===== config.mk =====
export PLATFORM = sky130hd
export DESIGN_NAME = phase_voltage_back_emf_estimator_flat
export DESIGN_NICKNAME = d
export VERILOG_FILES = /design/src/hw/rtl/pvbe_pkg.sv /design/src/hw/rtl/pvbe_ifs.sv /design/src/hw/rtl/pvbe_ctrl.sv /design/src/hw/rtl/pvbe_datapath.sv /design/src/hw/rtl/phase_voltage_back_emf_estimator.sv /design/src/flat_wrapper.sv
export SDC_FILE = /design/constraint.sdc
export NUM_CORES = 1
export LEC_CHECK = 0
export BUFFER_PORTS_ARGS = -buffer_cell sky130_fd_sc_hd__buf_2
export CAP_MARGIN = 20
export CORE_ASPECT_RATIO = 0.9
export CORE_MARGIN = 4
export CORE_UTILIZATION = 40
export CTS_BUF_LIST = sky130_fd_sc_hd__clkbuf_8
export DETAILED_ROUTE_END_ITERATION = 8
export SLEW_MARGIN = 20
export SYNTH_ARGS = -nofsm -noshare
export SYNTH_HDL_FRONTEND = slang
export SYNTH_SLANG_ARGS = --single-unit

===== constraint.sdc =====
create_clock -name clk -period 9.2 [get_ports clk]
set_input_delay 0 -clock clk [delete_from_list [all_inputs] [get_ports clk]]
set_output_delay 0 -clock clk [all_outputs]
set_load 0.01 [all_outputs]

===== src/hw/rtl/pvbe_pkg.sv =====
// Shared constants and controller/datapath handshake types for the back-EMF estimator.
package pvbe_pkg;

  // Default converter sample width.
  localparam int SAMPLE_BITS_DEF = 12;

  // Field widths fixed by the result format.
  localparam int SPEED_W = 16;
  localparam int EMF_W   = 17;
  localparam int MAG_W   = 16;

  // Scale factor applied to the phase difference before division by the bus sample.
  localparam int GAIN_W = 16;
  localparam logic [GAIN_W-1:0] EMF_GAIN = 16'd37837;

  // Saturation limit is 2**QUOT_W, so an unsaturated quotient has QUOT_W bits.
  localparam int QUOT_W = 15;
  localparam logic [MAG_W-1:0] EMF_LIMIT = 16'h8000;

  // Largest difference for which two phases count as close.
  localparam int CLOSE_MAX = 4;

  // Divider step counter width.
  localparam int CNT_W = $clog2(QUOT_W);

  // Commands from the controller to the datapath.
  typedef struct packed {
    logic load;      // capture the accepted transaction
    logic mul;       // classify the phases and form the scaled difference
    logic check;     // test for saturation and seed the divider
    logic div_step;  // one restoring division step
    logic write;     // update the held estimate and the output
  } pvbe_cmd_t;

  // Status from the datapath to the controller.
  typedef struct packed {
    logic need_div;  // nonzero speed and bus, and a phase test matched
    logic sat;       // quotient would reach the saturation limit
  } pvbe_sts_t;

endpackage


===== src/hw/rtl/pvbe_ifs.sv =====
// Valid/ready channel interfaces for the estimator's input and result transactions.
interface pvbe_in_if #(
  parameter int SAMPLE_BITS = pvbe_pkg::SAMPLE_BITS_DEF
);
  logic                               valid;
  logic                               ready;
  logic        [SAMPLE_BITS-1:0]      phase_a_sample;
  logic        [SAMPLE_BITS-1:0]      phase_b_sample;
  logic        [SAMPLE_BITS-1:0]      phase_c_sample;
  logic        [SAMPLE_BITS-1:0]      bus_sample;
  logic signed [pvbe_pkg::SPEED_W-1:0] speed;
  logic                               reverse_request;

  modport source (
    output valid, phase_a_sample, phase_b_sample, phase_c_sample, bus_sample, speed,
           reverse_request,
    input  ready
  );
  modport sink (
    input  valid, phase_a_sample, phase_b_sample, phase_c_sample, bus_sample, speed,
           reverse_request,
    output ready
  );
endinterface

interface pvbe_out_if;
  logic                               valid;
  logic                               ready;
  logic signed [pvbe_pkg::EMF_W-1:0]  emf_signed;
  logic        [pvbe_pkg::MAG_W-1:0]  emf_magnitude;
  logic                               start_allowed;
  logic                               direction_reverse;

  modport source (
    output valid, emf_signed, emf_magnitude, start_allowed, direction_reverse,
    input  ready
  );
  modport sink (
    input  valid, emf_signed, emf_magnitude, start_allowed, direction_reverse,
    output ready
  );
endinterface


===== src/hw/rtl/pvbe_ctrl.sv =====
// Controller state machine that sequences capture, scaling, division and result write.
module pvbe_ctrl (
  input  logic                clk,
  input  logic                rst_n,
  input  logic                in_valid,
  output logic                in_ready,
  output logic                out_valid,
  input  logic                out_ready,
  input  pvbe_pkg::pvbe_sts_t sts,
  output pvbe_pkg::pvbe_cmd_t cmd
);

  typedef enum logic [4:0] {
    ST_IDLE  = 5'b00001,
    ST_MUL   = 5'b00010,
    ST_CHECK = 5'b00100,
    ST_DIV   = 5'b01000,
    ST_WRITE = 5'b10000
  } state_t;

  state_t                    state_r, state_nxt;
  logic [pvbe_pkg::CNT_W-1:0] cnt_r, cnt_nxt;
  logic                      out_valid_r, out_valid_nxt;
  logic                      slot_free;
  logic                      div_last;

  // The output register can take a new result when empty or being drained.
  assign slot_free = !out_valid_r || out_ready;
  assign div_last  = (cnt_r == pvbe_pkg::CNT_W'(pvbe_pkg::QUOT_W - 1));
  assign in_ready  = (state_r == ST_IDLE);
  assign out_valid = out_valid_r;

  // Next state, commands and division step count.
  always_comb begin
    state_nxt = state_r;
    cnt_nxt   = cnt_r;
    cmd       = '0;
    case (state_r)
      ST_IDLE: begin
        if (in_valid) begin
          cmd.load  = 1'b1;
          state_nxt = ST_MUL;
        end
      end
      ST_MUL: begin
        cmd.mul   = 1'b1;
        state_nxt = ST_CHECK;
      end
      ST_CHECK: begin
        cmd.check = 1'b1;
        if (sts.need_div && !sts.sat) begin
          state_nxt = ST_DIV;
        end else begin
          state_nxt = ST_WRITE;
        end
      end
      ST_DIV: begin
        cmd.div_step = 1'b1;
        if (div_last) begin
          cnt_nxt   = '0;
          state_nxt = ST_WRITE;
        end else begin
          cnt_nxt = cnt_r + 1'b1;
        end
      end
      ST_WRITE: begin
        if (slot_free) begin
          cmd.write = 1'b1;
          state_nxt = ST_IDLE;
        end
      end
      default: begin
        state_nxt = ST_IDLE;
        cnt_nxt   = '0;
      end
    endcase
  end

  // Output valid flag: set by a write, cleared when the transaction is taken.
  always_comb begin
    out_valid_nxt = out_valid_r;
    if (cmd.write) begin
      out_valid_nxt = 1'b1;
    end else if (out_ready) begin
      out_valid_nxt = 1'b0;
    end
  end

  always_ff @(posedge clk) begin
    if (!rst_n) begin
      state_r     <= ST_IDLE;
      cnt_r       <= '0;
      out_valid_r <= 1'b0;
    end else begin
      state_r     <= state_nxt;
      cnt_r       <= cnt_nxt;
      out_valid_r <= out_valid_nxt;
    end
  end

  // A write never overruns a result that has not been taken.
  a_write_slot: assert property (@(posedge clk) disable iff (!rst_n)
    cmd.write |-> (!out_valid_r || out_ready))
    else $error("result written over a pending transaction");

  // An accepted transaction always moves straight to the scaling step.
  a_accept_mul: assert property (@(posedge clk) disable iff (!rst_n)
    (in_valid && in_ready) |=> (state_r == ST_MUL))
    else $error("accepted transaction did not start scaling");

  // The step counter is idle outside the division.
  a_cnt_idle: assert property (@(posedge clk) disable iff (!rst_n)
    (state_r != ST_DIV) |-> (cnt_r == '0))
    else $error("division counter running outside division");

  // The division starts only from the saturation check.
  a_div_entry: assert property (@(posedge clk) disable iff (!rst_n)
    $rose(state_r == ST_DIV) |-> ($past(state_r) == ST_CHECK))
    else $error("division entered from the wrong state");

endmodule


===== src/hw/rtl/pvbe_datapath.sv =====
// Datapath: phase classification, scaling multiply, restoring divider and held estimate.
module pvbe_datapath #(
  parameter int SAMPLE_BITS = pvbe_pkg::SAMPLE_BITS_DEF
) (
  input  logic                                clk,
  input  logic                                rst_n,
  input  pvbe_pkg::pvbe_cmd_t                 cmd,
  output pvbe_pkg::pvbe_sts_t                 sts,
  input  logic        [SAMPLE_BITS-1:0]       phase_a_sample,
  input  logic        [SAMPLE_BITS-1:0]       phase_b_sample,
  input  logic        [SAMPLE_BITS-1:0]       phase_c_sample,
  input  logic        [SAMPLE_BITS-1:0]       bus_sample,
  input  logic signed [pvbe_pkg::SPEED_W-1:0] speed,
  input  logic                                reverse_request,
  output logic signed [pvbe_pkg::EMF_W-1:0]   emf_signed,
  output logic        [pvbe_pkg::MAG_W-1:0]   emf_magnitude,
  output logic                                start_allowed,
  output logic                                direction_reverse
);

  localparam int PROD_W = SAMPLE_BITS + pvbe_pkg::GAIN_W;
  localparam int HI_W   = PROD_W - pvbe_pkg::QUOT_W;

  // Captured transaction.
  logic [SAMPLE_BITS-1:0] a_r, b_r, c_r, bus_r;
  logic                   spd_zero_r, req_r;

  // Classification and scaled difference.
  logic                   hit_r;
  logic [PROD_W-1:0]      prod_r;

  // Divider partial remainder and dividend/quotient shift register.
  logic [SAMPLE_BITS-1:0]          rem_r;
  logic [pvbe_pkg::QUOT_W-1:0]     low_r;

  // Held estimate, which is also the output payload.
  logic signed [pvbe_pkg::EMF_W-1:0] emf_signed_r, emf_signed_nxt;
  logic [pvbe_pkg::MAG_W-1:0]        emf_mag_r, emf_mag_nxt;
  logic                              start_r, start_nxt;
  logic                              rev_r, rev_nxt;

  logic                   bus_zero;
  logic                   close_ab, close_bc, close_ca;
  logic                   hit_nxt;
  logic [SAMPLE_BITS-1:0] diff;
  logic [HI_W-1:0]        prod_hi;
  logic [SAMPLE_BITS:0]   trial;
  logic [SAMPLE_BITS:0]   trial_sub;
  logic                   trial_ge;
  logic [pvbe_pkg::MAG_W-1:0] mag_sel;

  function automatic logic is_close(input logic [SAMPLE_BITS-1:0] x,
                                    input logic [SAMPLE_BITS-1:0] y);
    logic [SAMPLE_BITS-1:0] d;
    d = (x > y) ? (x - y) : (y - x);
    return d <= SAMPLE_BITS'(pvbe_pkg::CLOSE_MAX);
  endfunction

  assign bus_zero = (bus_r == '0);

  // Phase tests in the order a-b, b-c, c-a; the last match sets the difference.
  always_comb begin
    close_ab = is_close(a_r, b_r);
    close_bc = is_close(b_r, c_r);
    close_ca = is_close(c_r, a_r);
    hit_nxt  = 1'b0;
    diff     = '0;
    if (close_ab && (c_r > a_r)) begin
      diff    = c_r - a_r;
      hit_nxt = 1'b1;
    end
    if (close_bc && (a_r > b_r)) begin
      diff    = a_r - b_r;
      hit_nxt = 1'b1;
    end
    if (close_ca && (b_r > c_r)) begin
      diff    = b_r - c_r;
      hit_nxt = 1'b1;
    end
  end

  // The quotient saturates exactly when the upper product bits reach the bus sample.
  assign prod_hi      = prod_r[PROD_W-1:pvbe_pkg::QUOT_W];
  assign sts.sat      = (prod_hi >= HI_W'(bus_r));
  assign sts.need_div = hit_r && !spd_zero_r && !bus_zero;

  // One restoring division step.
  assign trial     = {rem_r, low_r[pvbe_pkg::QUOT_W-1]};
  assign trial_ge  = (trial >= {1'b0, bus_r});
  assign trial_sub = trial - {1'b0, bus_r};

  // Capture, scaling and division registers.
  always_ff @(posedge clk) begin
    if (cmd.load) begin
      a_r        <= phase_a_sample;
      b_r        <= phase_b_sample;
      c_r        <= phase_c_sample;
      bus_r      <= bus_sample;
      spd_zero_r <= (speed == '0);
      req_r      <= reverse_request;
    end
    if (cmd.mul) begin
      hit_r  <= hit_nxt;
      prod_r <= PROD_W'(diff) * PROD_W'(pvbe_pkg::EMF_GAIN);
    end
    if (cmd.check) begin
      rem_r <= prod_hi[SAMPLE_BITS-1:0];
      low_r <= prod_r[pvbe_pkg::QUOT_W-1:0];
    end else if (cmd.div_step) begin
      rem_r <= trial_ge ? trial_sub[SAMPLE_BITS-1:0] : trial[SAMPLE_BITS-1:0];
      low_r <= {low_r[pvbe_pkg::QUOT_W-2:0], trial_ge};
    end
  end

  // Result update from the case that applies to this transaction.
  always_comb begin
    emf_signed_nxt = emf_signed_r;
    emf_mag_nxt    = emf_mag_r;
    start_nxt      = start_r;
    rev_nxt        = rev_r;
    mag_sel        = sts.sat ? pvbe_pkg::EMF_LIMIT : pvbe_pkg::MAG_W'(low_r);
    if (spd_zero_r) begin
      rev_nxt        = req_r;
      start_nxt      = 1'b1;
      emf_signed_nxt = '0;
      emf_mag_nxt    = '0;
    end else if (bus_zero) begin
      start_nxt      = 1'b0;
      emf_signed_nxt = '0;
      emf_mag_nxt    = '0;
    end else if (hit_r) begin
      start_nxt   = !sts.sat;
      emf_mag_nxt = mag_sel;
      if (rev_r) begin
        emf_signed_nxt = pvbe_pkg::EMF_W'(0) - {1'b0, mag_sel};
      end else begin
        emf_signed_nxt = {1'b0, mag_sel};
      end
    end
  end

  always_ff @(posedge clk) begin
    if (!rst_n) begin
      emf_signed_r <= '0;
      emf_mag_r    <= '0;
      start_r      <= 1'b0;
      rev_r        <= 1'b0;
    end else if (cmd.write) begin
      emf_signed_r <= emf_signed_nxt;
      emf_mag_r    <= emf_mag_nxt;
      start_r      <= start_nxt;
      rev_r        <= rev_nxt;
    end
  end

  assign emf_signed        = emf_signed_r;
  assign emf_magnitude     = emf_mag_r;
  assign start_allowed     = start_r;
  assign direction_reverse = rev_r;

  // The divider only runs with a partial remainder below the divisor.
  a_rem_range: assert property (@(posedge clk) disable iff (!rst_n)
    cmd.div_step |-> (rem_r < bus_r))
    else $error("partial remainder out of range");

  // The magnitude never exceeds the saturation limit.
  a_mag_limit: assert property (@(posedge clk) disable iff (!rst_n)
    emf_mag_r <= pvbe_pkg::EMF_LIMIT)
    else $error("estimate magnitude above limit");

  // A saturated estimate always denies start.
  a_sat_start: assert property (@(posedge clk) disable iff (!rst_n)
    (emf_mag_r == pvbe_pkg::EMF_LIMIT) |-> !start_r)
    else $error("start allowed with saturated estimate");

endmodule


===== src/hw/rtl/phase_voltage_back_emf_estimator.sv =====
// Top level of the phase-voltage back-EMF estimator.
//
// One input transaction gives one result transaction. A transaction with a nonzero speed,
// a nonzero bus sample and a matching phase test whose estimate stays below 32768 passes
// through a capture step, a step for the phase tests and the scaling multiply, a
// saturation check, 15 steps of the restoring divider that form the 15-bit quotient,
// and a result write. Every other transaction skips the divider. The result sits in
// an output register that is also the held estimate, so the next transaction is
// accepted while the last result waits; a finished estimate waits in the write step
// only while the previous result has not been taken.
module phase_voltage_back_emf_estimator #(
  parameter int SAMPLE_BITS = pvbe_pkg::SAMPLE_BITS_DEF
) (
  input  logic         clk,
  input  logic         rst_n,
  pvbe_in_if.sink      in_chan,
  pvbe_out_if.source   out_chan
);

  pvbe_pkg::pvbe_cmd_t cmd;
  pvbe_pkg::pvbe_sts_t sts;

  pvbe_ctrl u_ctrl (
    .clk       (clk),
    .rst_n     (rst_n),
    .in_valid  (in_chan.valid),
    .in_ready  (in_chan.ready),
    .out_valid (out_chan.valid),
    .out_ready (out_chan.ready),
    .sts       (sts),
    .cmd       (cmd)
  );

  pvbe_datapath #(
    .SAMPLE_BITS (SAMPLE_BITS)
  ) u_datapath (
    .clk               (clk),
    .rst_n             (rst_n),
    .cmd               (cmd),
    .sts               (sts),
    .phase_a_sample    (in_chan.phase_a_sample),
    .phase_b_sample    (in_chan.phase_b_sample),
    .phase_c_sample    (in_chan.phase_c_sample),
    .bus_sample        (in_chan.bus_sample),
    .speed             (in_chan.speed),
    .reverse_request   (in_chan.reverse_request),
    .emf_signed        (out_chan.emf_signed),
    .emf_magnitude     (out_chan.emf_magnitude),
    .start_allowed     (out_chan.start_allowed),
    .direction_reverse (out_chan.direction_reverse)
  );

endmodule

===== src/flat_wrapper.sv =====
// flat-port wrapper written by rule: the top's interface ports become plain ports
module phase_voltage_back_emf_estimator_flat 
#(
  parameter int SAMPLE_BITS = pvbe_pkg::SAMPLE_BITS_DEF
)
  (clk, rst_n, in_chan_valid, in_chan_phase_a_sample, in_chan_phase_b_sample, in_chan_phase_c_sample, in_chan_bus_sample, in_chan_speed, in_chan_reverse_request, in_chan_ready, out_chan_valid, out_chan_emf_signed, out_chan_emf_magnitude, out_chan_start_allowed, out_chan_direction_reverse, out_chan_ready);
  pvbe_in_if #(.SAMPLE_BITS(SAMPLE_BITS)) in_chan_i ();
  pvbe_out_if out_chan_i ();
  input  logic clk;
  input  logic rst_n;
  input wire logic [$bits(in_chan_i.valid)-1:0] in_chan_valid;
  input wire logic [$bits(in_chan_i.phase_a_sample)-1:0] in_chan_phase_a_sample;
  input wire logic [$bits(in_chan_i.phase_b_sample)-1:0] in_chan_phase_b_sample;
  input wire logic [$bits(in_chan_i.phase_c_sample)-1:0] in_chan_phase_c_sample;
  input wire logic [$bits(in_chan_i.bus_sample)-1:0] in_chan_bus_sample;
  input wire logic [$bits(in_chan_i.speed)-1:0] in_chan_speed;
  input wire logic [$bits(in_chan_i.reverse_request)-1:0] in_chan_reverse_request;
  output wire logic [$bits(in_chan_i.ready)-1:0] in_chan_ready;
  output wire logic [$bits(out_chan_i.valid)-1:0] out_chan_valid;
  output wire logic [$bits(out_chan_i.emf_signed)-1:0] out_chan_emf_signed;
  output wire logic [$bits(out_chan_i.emf_magnitude)-1:0] out_chan_emf_magnitude;
  output wire logic [$bits(out_chan_i.start_allowed)-1:0] out_chan_start_allowed;
  output wire logic [$bits(out_chan_i.direction_reverse)-1:0] out_chan_direction_reverse;
  input wire logic [$bits(out_chan_i.ready)-1:0] out_chan_ready;
  assign in_chan_i.valid = in_chan_valid;
  assign in_chan_i.phase_a_sample = in_chan_phase_a_sample;
  assign in_chan_i.phase_b_sample = in_chan_phase_b_sample;
  assign in_chan_i.phase_c_sample = in_chan_phase_c_sample;
  assign in_chan_i.bus_sample = in_chan_bus_sample;
  assign in_chan_i.speed = in_chan_speed;
  assign in_chan_i.reverse_request = in_chan_reverse_request;
  assign in_chan_ready = in_chan_i.ready;
  assign out_chan_valid = out_chan_i.valid;
  assign out_chan_emf_signed = out_chan_i.emf_signed;
  assign out_chan_emf_magnitude = out_chan_i.emf_magnitude;
  assign out_chan_start_allowed = out_chan_i.start_allowed;
  assign out_chan_direction_reverse = out_chan_i.direction_reverse;
  assign out_chan_i.ready = out_chan_ready;
  phase_voltage_back_emf_estimator #(.SAMPLE_BITS(SAMPLE_BITS)) u_core (.clk(clk), .rst_n(rst_n), .in_chan(in_chan_i), .out_chan(out_chan_i));
endmodule

==> impl_metrics.csv, run 1 <==
group,metric,value,unit
synthesis,synth_edf_count,106,
setup_path,startpoint_type,"flip-flop",
sta,slew_headroom,52.49,%
layout,num_antenna_cells,0,
drt,first_pass_iters,5,
drt,totalWireLength,37.06,mm
setup_path,rr_worst_depth,34,
die,start_util,40.77,%
synthesis,async_reset_ff_share,0,%
global_route,grt_overflow,0,
setup_path,crit_slowest_cell,"fa_1",
sta,tightestPinTransition,0.7117,ns
synthesis,synth.cell_area,13970,sq um
sta,skew,0.02396,ns
clock_network,clk_latency,0.52,ns
synthesis,postSynthAreaPerCell,9.329,sq um
drt,drt_iter0_drc,784,
place,gp_congestion,0.9509,
setup_path,cp.arrival,8.99,ns
setup_path,crit_type,"reg -> reg",
setup_path,crit_path_max_fanout,7,
flow_run,max_cap_violations,0,
sta,max_clock_freq,0.1145,GHz
die,dieArea,38000,sq um
pwr,vdd_drop_max,0.1112,mV
layout,area_growth,18.15,%
die,core_area,34270,sq um
place,numPortBuffers,105,
drt,drc_errors,0,
global_route,antenna_found_initial,0,
worst_hold_path,worstHoldEndpoint,"u_core.u_datapath.c_r[1]$_DFFE_PP_",
layout,finalNetCount,2020,
global_route,grt_max_degree,50,
synthesis,post_synth_inst_count,1498,
drt,viasPerCell,5.362,
synthesis,ys_warn_count,0,
global_route,grtUsageMet2,31.98,%
setup_path,rrSetupSlack,0.46,ns
layout,final_util,48.17,%
global_route,use_met1,26.95,%
drt,vias,11683,
clock_network,cts_sinks,150,
clock_network,cts_buffer_depth,2,
synthesis,ys.flop_type,"edfxtp_1",
layout,fill_cells,3261,
die,die_h,185.3,um
worst_hold_path,hp-class,"in -> reg",
setup_path,crit_top_cell,"fa_1",
global_route,top_usage_layer,"met2",
worst_hold_path,min_from,"in_chan_phase_c_sample[1]",
setup_path,end_kind,"flip-flop",
global_route,grt_usage,19.67,%
sta,final-max-slew-violation-count,0,
clock_network,cts_buffers,17,
sta,hold_violations,0,
clock_network,clockRootBuffer,"clkbuf_8",
synthesis,synth_fp_nets,1814,
setup_path,rr_startpoint,"u_core.u_datapath.c_r[0]$_DFFE_PP_",
setup_path,crit_path_max_incr_delay,0.55,ns
setup_path,r2r-end,"u_core.u_datapath.prod_r[25]$_DFFE_PP_",
worst_hold_path,whs_path_depth,2,
clock_network,clkTransAtPathRegs,0.11,ns
place,dp_hpwl,29.33,mm
drt,wire_per_inst,17.01,um
global_route,grt_pass1_wl,59.77,mm
status,status,"completed",
die,io-pin-count,106,
global_route,grtUsageMet3,3.904,%
drt,antenna_left,0,
sta,finalCriticalPeriod,8.737,ns
synthesis,synth_seq_cells,150,
sta,timing.final.crit_share,94.97,%
layout,drive_gt1_share,16.19,%
die,die_x,205.0,um
synthesis,synth_cell_types,85,
sta,setup_viol,0,
die,rows,64,
pwr,p_per_area,190.9,nW/um^2
setup_path,cp_data_required_time,9.46,ns
synthesis,synth_seq_area_share,29.08,%
pwr,p_leak,7.562,nW
clock_network,cts_max_level,4,
clock_network,cts_tree,"done",
sta,holdWs,0.1769,ns
global_route,grt_pass1_vias,11582,
[through the flow]
step | power, mW | area [sq um] | setup WS [ns] | cells | setup TNS, ns
2_1_floorplan | 2.046 | 13970 | 0.7727 | 1498 | 0
3_3_place_gp | 2.518 | 15350 | 0.2826 | 2079 | 0
3_5_place_dp | 2.530 | 15350 | 0.1213 | 2079 | 0
4_1_cts | 3.090 | 16310 | 0.08323 | 2167 | 0
5_1_grt | 3.376 | 16510 | -0.04536 | 2179 | -0.07379
6_report | 3.152 | 16510 | 0.4630 | 2179 | 0
[Yosys cell counts, types with 18 or more instances]
cell type    n  share of area, %
ha_1       190                17
inv_1      184               4.9
nor2_1     125               3.4
edfxtp_1   106                23
a21oi_1    103               3.7
nand2_1     71               1.9
o21ai_0     65               2.3
fa_1        57               8.2
xnor2_1     57               3.6
dfxtp_1     44               6.3
nor3_1      36               1.3
clkbuf_1    33              0.89
nand3_1     32               1.1
mux2_2      26               2.1
a22oi_1     24               1.3
mux2i_1     20               1.4
nand2b_1    20              0.90
a21o_1      19               1.0
nor2b_1     18              0.81
nor4_1      18              0.81
[report_power, final]
part,internal [mW],switching (mW),leakage [nW]
Sequential,0.829,0.0589,1.32
Combinational,0.667,1.07,6.04
Clock,0.225,0.302,0.200
[registers in the layout (all words and copies together), names as in the netlist]
register and cells:
u_core.u_datapath.hit_r 1, u_core.u_datapath.prod_r 28, u_core.u_ctrl.out_valid 1, u_core.u_ctrl.state_r 5, u_core.u_datapath.spd_zero_r 1, u_core.u_datapath.req_r 1, u_core.u_datapath.emf_magnitude 15, u_core.u_datapath.c_r 12
u_core.u_datapath.bus_r 12, u_core.u_datapath.start_allowed 1, u_core.u_datapath.direction_reverse 1, u_core.u_datapath.emf_signed 17, u_core.u_datapath.a_r 12, u_core.u_datapath.low_r 15, u_core.u_datapath.b_r 12, u_core.u_ctrl.cnt_r 4
u_core.u_datapath.rem_r 12
[worst max path at each step]
stage | start | to | slack, ns | depth (start not counted)
2_1_floorplan | u_core.u_datapath.b_r[0]$_DFFE_PP_ | u_core.u_datapath.prod_r[27]$_DFFE_PP_ | 0.77 | 33
3_3_place_gp | u_core.u_datapath.b_r[0]$_DFFE_PP_ | u_core.u_datapath.prod_r[27]$_DFFE_PP_ | 0.28 | 33
3_5_place_dp | u_core.u_datapath.b_r[0]$_DFFE_PP_ | u_core.u_datapath.prod_r[27]$_DFFE_PP_ | 0.12 | 33
4_1_cts | u_core.u_datapath.b_r[0]$_DFFE_PP_ | u_core.u_datapath.prod_r[27]$_DFFE_PP_ | 0.08 | 33
5_1_grt | u_core.u_datapath.c_r[0]$_DFFE_PP_ | u_core.u_datapath.prod_r[26]$_DFFE_PP_ | -0.05 | 36
6_report | u_core.u_datapath.c_r[0]$_DFFE_PP_ | u_core.u_datapath.prod_r[25]$_DFFE_PP_ | 0.46 | 34
[routing by layer]
| metal | up-vias | part of all wire (%) |
|---|---|---|
| met1 | 5564 | 47 |
| met5 | - | 0 |
| met4 | 0 | 1.7 |
| met2 | 307 | 45 |
| li1 | 5774 | - |
| met3 | 38 | 5.7 |
[layout by cell type (no fill, tap or decap), drive strengths merged, types with 14 or more instances in the layout]
| master | netlist | routed |
|---|---|---|
| a21o | 19 | 19 |
| a21oi | 104 | 104 |
| a22oi | 24 | 24 |
| buf | 15 | 178 |
| clkbuf | 33 | 17 |
| dfxtp | 44 | 44 |
| dlygate4sd3 | 0 | 56 |
| edfxtp | 106 | 106 |
| fa | 57 | 57 |
| ha | 190 | 190 |
| inv | 184 | 190 |
| mux2 | 26 | 26 |
| mux2i | 22 | 23 |
| nand2 | 71 | 71 |
| nand2b | 20 | 20 |
| nand3 | 32 | 32 |
| nor2 | 125 | 125 |
| nor2b | 18 | 18 |
| nor3 | 38 | 38 |
| nor4 | 19 | 19 |
| o21ai | 69 | 69 |
| xnor2 | 57 | 57 |
| xor2 | 14 | 14 |
[layout make-up]
| class | instances | area (sq um) | share of cell area, % |
|---|---|---|---|
| Clock buffer | 17 | 234.0 | 1.417 |
| Inverter | 184 | 690.7 | 4.183 |
| Multi-Input combinational cell | 1117 | 9140 | 55.36 |
| Tap cell | 462 | 578.1 | 3.501 |
| Timing Repair Buffer | 234 | 1642 | 9.942 |
| Clock inverter | 15 | 162.7 | 0.9851 |
| Sequential cell | 150 | 4064 | 24.61 |
[worst max-delay path, delay by kind of cell (launching register included)]
family	cells	cell delay, ns
adders and majority gates	8	3.45
AOI/OAI and AO/OA	9	1.68
buffers and inverters	10	1.09
muxes	2	0.75
and+or+nand+nor	3	0.72
DFF	1	0.45
xor gates and xnor gates	2	0.29
[what timing repair did]
action / CTS / global route
resized for setup: 0 / 23
endpoints found under the setup margin: 0 / 8
hold buffers: 56 / 0
setup buffers: 0 / 10
hold endpoints to repair: 65 / 0
[cells by family (layout without fill, tap and decap cells)]
logic type | Yosys count | count (layout) | share of synthesized area [%]
AO/OA/AOI/OAI | 353 | 353 | 16.87
multiplexers | 48 | 49 | 3.787
flip-flops | 150 | 150 | 29.08
XOR/XNOR | 71 | 71 | 4.450
buffers and inverters | 232 | 450 | 6.518
AND/OR/NAND/NOR | 397 | 397 | 14.12
adder cells (fa/ha/maj) | 247 | 247 | 25.18
Power figures use the tool's default switching activity.
==> run 2: changes to the inputs <==
clock period = 7.5 ns   (was 9.2 ns; I/O delays follow)
==> impl_metrics.csv, run 2 (same netlist as run 1, synthesis figures left out) <==
group,metric,value,unit
drt,totalWireLength,40.68,mm
pwr,p_leak,9.152,nW
sta,holdWs,0.1740,ns
place,placed_area,17670,sq um
global_route,grt_overflow,0,
sta,tightestPinTransition,0.7036,ns
drt,wire_per_inst,16.28,um
global_route,grt_pass1_wl,65.92,mm
layout,layout_commonest_cell,"buf_4",
setup_path,crit_path_max_fanout,6,
layout,final_util,56.50,%
place,gp_congestion,0.9461,
clock_network,clkTransAtPathRegs,0.11,ns
drt,antenna_left,0,
layout,fin_area,19360,sq um
clock_network,cts_max_level,4,
global_route,antenna_found_initial,0,
clock_network,clk_latency,0.53,ns
worst_hold_path,hp-class,"in -> reg",
setup_path,cp_data_required_time,7.77,ns
drt,first_pass_iters,6,
sta,setup_viol,14,
sta,slew_headroom,53.03,%
flow_run,max_cap_violations,0,
layout,finalNetCount,2339,
setup_path,end_kind,"flip-flop",
drt,drt_iter0_drc,771,
sta,grt_setup_unrepaired,"true",
die,rows,64,
sta,finalCriticalPeriod,8.227,ns
global_route,grt_usage,21.75,%
place,dp_hpwl,32.77,mm
status,failed_checks,"negative setup slack",
die,die_h,185.3,um
sta,final-max-slew-violation-count,0,
status,status,"complete, but fails checks",
sta,timing.final.crit_share,109.7,%
die,io-pin-count,106,
pwr,vdd_drop_max,0.1437,mV
setup_path,crit_type,"reg -> reg",
setup_path,crit_slowest_cell,"fa_1",
layout,num_antenna_cells,0,
clock_network,cts_sinks,150,
die,start_util,40.77,%
sta,fin_ws,-0.7270,ns
sta,setup-tns-final,-5.893,ns
die,core_area,34270,sq um
layout,area_growth,38.57,%
layout,largest_register_ffs,28,
global_route,grt_pass1_vias,13079,
global_route,grt_max_degree,49,
setup_path,startpoint_type,"flip-flop",
drt,drc_errors,0,
setup_path,crit_path_max_incr_delay,0.51,ns
setup_path,cp.arrival,8.50,ns
layout,final_cell_mix,"382 x buf_4, 176 x ha_1, 169 x inv_1",
drt,vias,12958,
die,dieArea,38000,sq um
clock_network,cts_buffers,17,
clock_network,cts_buffer_depth,2,
clock_network,cts_tree,"done",
drt,viasPerCell,5.187,
pwr,p_per_area,240.7,nW/um^2
layout,drive_gt1_share,32.86,%
layout,top_register,"u_core.u_datapath.prod_r",
sta,skew,0.03521,ns
place,numPortBuffers,105,
sta,max_clock_freq,0.1216,GHz
sta,hold_violations,0,
clock_network,clockRootBuffer,"clkbuf_8",
die,die_x,205.0,um
-- run 2: cell count changes in the layout (fill, tap and decap cells not counted), moves of 6 or more --
cell | previous run | this run
buf_4 | 72 | 382
buf_6 | 0 | 8
ha_1 | 189 | 176
ha_4 | 0 | 12
inv_1 | 183 | 169
inv_2 | 0 | 17
nor2_1 | 125 | 118
nor3_2 | 2 | 8
-- run 2: worst paths after layout --
path                                                                   start                                      endpoint  slack, ns  cells past startpoint
worst max register to register            u_core.u_datapath.b_r[0]$_DFFE_PP_        u_core.u_datapath.prod_r[24]$_DFFE_PP_      -0.73                     38
worst min-delay path                               in_chan_phase_b_sample[1]            u_core.u_datapath.b_r[1]$_DFFE_PP_       0.17                      2
worst min register to register  u_core.u_datapath.emf_signed[2]$_SDFFE_PN0P_  u_core.u_datapath.emf_signed[2]$_SDFFE_PN0P_       0.46                      2
worst max-delay path                      u_core.u_datapath.b_r[0]$_DFFE_PP_        u_core.u_datapath.prod_r[24]$_DFFE_PP_      -0.73                     38
-- run 2: power by group --
| group | switching (mW) | total [mW] | internal (mW) | leakage (nW) |
|---|---|---|---|---|
| sequential | 0.0646 | 1.08 | 1.02 | 1.32 |
| combinational | 1.53 | 2.98 | 1.45 | 7.64 |
| clock | 0.347 | 0.596 | 0.249 | 0.196 |
-- run 2: metrics by stage --
step	setup WS (ns)	power, mW	std cells
final	-0.7270	4.660	2498
after global routing	-1.121	4.981	2498
after CTS	-0.7372	4.596	2487
after detailed placement	-0.9087	3.853	2372
after global placement	-0.7157	3.821	2372
after floorplan	-0.2882	2.526	1498
-- run 2: area by class of cell --
class / count / area, sq um
fillers: 3081 / 14910
inverters: 184 / 690.7
well taps: 462 / 578.1
clock inverters: 13 / 96.34
flip-flops and latches: 150 / 4064
multi-input cells: 1116 / 9575
repair buffers: 554 / 4099
clock buffers: 19 / 261.5
-- run 2: critical path: cells and delay by family, from the launching register on --
family / cells / cell delay [ns]
AO/OA/AOI/OAI: 10 / 2.11
flip-flops: 1 / 0.43
adder cells (fa/ha/maj): 8 / 3.23
multiplexers: 2 / 0.47
AND/OR/NAND/NOR: 6 / 0.51
XOR/XNOR: 1 / 0.12
buffers and inverters: 11 / 1.11
-- run 2: metal layers --
layer | track usage, % | wire (um) | vias to the layer above | part of all wire (%)
met4 | 7.206 | 1054 | 0 | 2.6
met5 | 0 | 0 | - | 0
met1 | 28.22 | 18400 | 6144 | 45
met3 | 3.992 | 2017 | 64 | 5.0
li1 | - | - | 6410 | -
met2 | 36.82 | 19200 | 340 | 47
-- run 2: what timing repair did --
item	in CTS	in global routing
hold buffers	56	0
setup buffers	28	14
pin swaps	40	39
resized for setup	62	38
setup endpoints to repair	13	17
hold endpoints to repair	60	0
==> run 3: changes to the inputs <==
==> constraint.sdc (replaced) <==
create_clock -name clk -period 7.5 [get_ports clk]
set_input_delay 1.5 -clock clk [delete_from_list [all_inputs] [get_ports clk]]
set_output_delay 1.5 -clock clk [all_outputs]
set_load 0.01 [all_outputs]
==> impl_metrics.csv, run 3 (same netlist as run 1, synthesis figures left out) <==
group,metric,value,unit
global_route,antenna_found_initial,0,
clock_network,cts_tree,"done",
pwr,p_seq_share,23.3,%
drt,wire_per_inst,16.43,um
global_route,grt_max_degree,49,
sta,final-max-slew-violation-count,0,
drt,drc_errors,0,
pwr,vdd_drop_max,0.1439,mV
worst_hold_path,hp-class,"reg -> reg",
layout,seq_area,4064,sq um
sta,slew_headroom,53.16,%
pwr,power_frac_comb,63.8,%
pwr,swShare,41.79,%
layout,multi_input_comb_area,9648,sq um
pwr,power_frac_clock,12.8,%
sta,grt_setup_unrepaired,"true",
sta,hold_violations,0,
sta,tightestPinTransition,0.7016,ns
sta,skew,0.03500,ns
place,numPortBuffers,105,
die,dieArea,38000,sq um
clock_network,cts_buffers,17,
global_route,grt_pass1_wl,64.69,mm
die,die_x,205.0,um
layout,layout_commonest_cell,"buf_4",
sta,max_clock_freq,0.1215,GHz
die,core_area,34270,sq um
die,io-pin-count,106,
die,rows,64,
pwr,p_int,2.695,mW
place,placed_area,17670,sq um
clock_network,clockRootBuffer,"clkbuf_8",
drt,first_pass_iters,7,
place,pre_cts_slack,-0.9087,ns
layout,largest_register_ffs,28,
global_route,grt_usage,21.38,%
flow_run,max_cap_violations,0,
setup_path,crit_path_max_fanout,6,
place,dp_hpwl,32.77,mm
drt,antenna_left,0,
drt,totalWireLength,40.13,mm
clock_network,cts_max_level,4,
layout,area_growth,35.13,%
layout,top_register,"u_core.u_datapath.prod_r",
sta,finalCriticalPeriod,8.234,ns
status,status,"complete, but fails checks",
pwr,p_per_area,245.2,nW/um^2
drt,viasPerCell,5.198,
layout,num_antenna_cells,0,
status,failed_checks,"negative setup slack",
die,die_h,185.3,um
clock_network,cts_sinks,150,
sta,fin_ws,-0.7338,ns
setup_path,crit_type,"reg -> reg",
sta,setup_viol,14,
layout,final_cell_mix,"383 x buf_4, 172 x ha_1, 165 x inv_1",
pwr,finalPower,4.630,mW
sta,timing.final.crit_share,109.8,%
setup_path,startpoint_type,"flip-flop",
pwr,p_leak,8.912,nW
die,start_util,40.77,%
layout,fin_area,18880,sq um
setup_path,crit_path_max_incr_delay,0.51,ns
setup_path,end_kind,"flip-flop",
setup_path,cp.arrival,8.51,ns
sta,setup-tns-final,-5.934,ns
global_route,grt_overflow,0,
setup_path,crit_slowest_cell,"fa_1",
clock_network,hold_buffers,0,
global_route,grt_pass1_vias,12789,
layout,finalNetCount,2284,
drt,drt_iter0_drc,781,
clock_network,clk_latency,0.53,ns
layout,fill_cells,3141,
drt,vias,12699,
clock_network,cts_buffer_depth,2,
place,gp_congestion,0.9461,
setup_path,cp_data_required_time,7.77,ns
clock_network,clkTransAtPathRegs,0.11,ns
pwr,p_sw,1.935,mW
layout,drive_gt1_share,34.23,%
[run 3: worst max-delay path, delay by kind of cell (launching register included)]
| family | cells | cell delay, ns |
|---|---|---|
| adder cells (fa/ha/maj) | 8 | 3.23 |
| buffers and inverters | 11 | 1.11 |
| AND/OR/NAND/NOR | 6 | 0.51 |
| XOR/XNOR | 1 | 0.12 |
| multiplexers | 2 | 0.47 |
| flip-flops | 1 | 0.43 |
| AO/OA/AOI/OAI | 10 | 2.14 |
[run 3: power groups by stage]
stage	sequential (mW)	combinational, mW	clock, mW
2_1_floorplan	1.08	1.44	0
3_3_place_gp	1.10	2.72	0
3_5_place_dp	1.10	2.75	0
4_1_cts	1.08	2.87	0.618
5_1_grt	1.09	3.21	0.651
6_report	1.08	2.96	0.593
[run 3: area by class of cell]
type,count,share of cell area [%]
multi-input cells,1116,51.09
flip-flops and latches,150,21.52
repair buffers,499,18.78
inverters,184,3.657
well taps,462,3.061
clock buffers,19,1.385
clock inverters,13,0.5102
[run 3: final timing paths]
kind                                                                    from                                      endpoint  slack, ns  depth (start not counted)
worst max-delay path                      u_core.u_datapath.b_r[0]$_DFFE_PP_        u_core.u_datapath.prod_r[24]$_DFFE_PP_      -0.73                         38
worst min-delay path            u_core.u_datapath.emf_signed[2]$_SDFFE_PN0P_  u_core.u_datapath.emf_signed[2]$_SDFFE_PN0P_       0.46                          2
worst max register to register            u_core.u_datapath.b_r[0]$_DFFE_PP_        u_core.u_datapath.prod_r[24]$_DFFE_PP_      -0.73                         38
worst min register to register  u_core.u_datapath.emf_signed[2]$_SDFFE_PN0P_  u_core.u_datapath.emf_signed[2]$_SDFFE_PN0P_       0.46                          2
[run 3: metrics by stage]
stage	hold WS, ns	utilization (%)	std cells
CTS	0.4628	54.17	2431
detailed placement	0.4502	51.57	2372
global placement	0.4394	51.57	2372
floorplan	0.4441	-	1498
finish	0.4638	55.10	2443
global route	0.4852	55.10	2443
[run 3: repair_timing]
item                       CTS  global route
setup buffers               28            15
gates resized for setup     62            49
setup endpoints to repair   13            17
hold endpoints to repair     0             0
pin swaps                   40            55
[run 3: layer usage]
| metal | track usage, % | part of all wire (%) | wire (um) | up-vias |
|---|---|---|---|---|
| met3 | 4.044 | 5.2 | 2067 | 73 |
| li1 | - | - | - | 6295 |
| met2 | 35.77 | 47 | 18800 | 318 |
| met4 | 7.206 | 2.8 | 1109 | 0 |
| met5 | 0 | 0 | 0 | - |
| met1 | 27.96 | 45 | 18150 | 6013 |
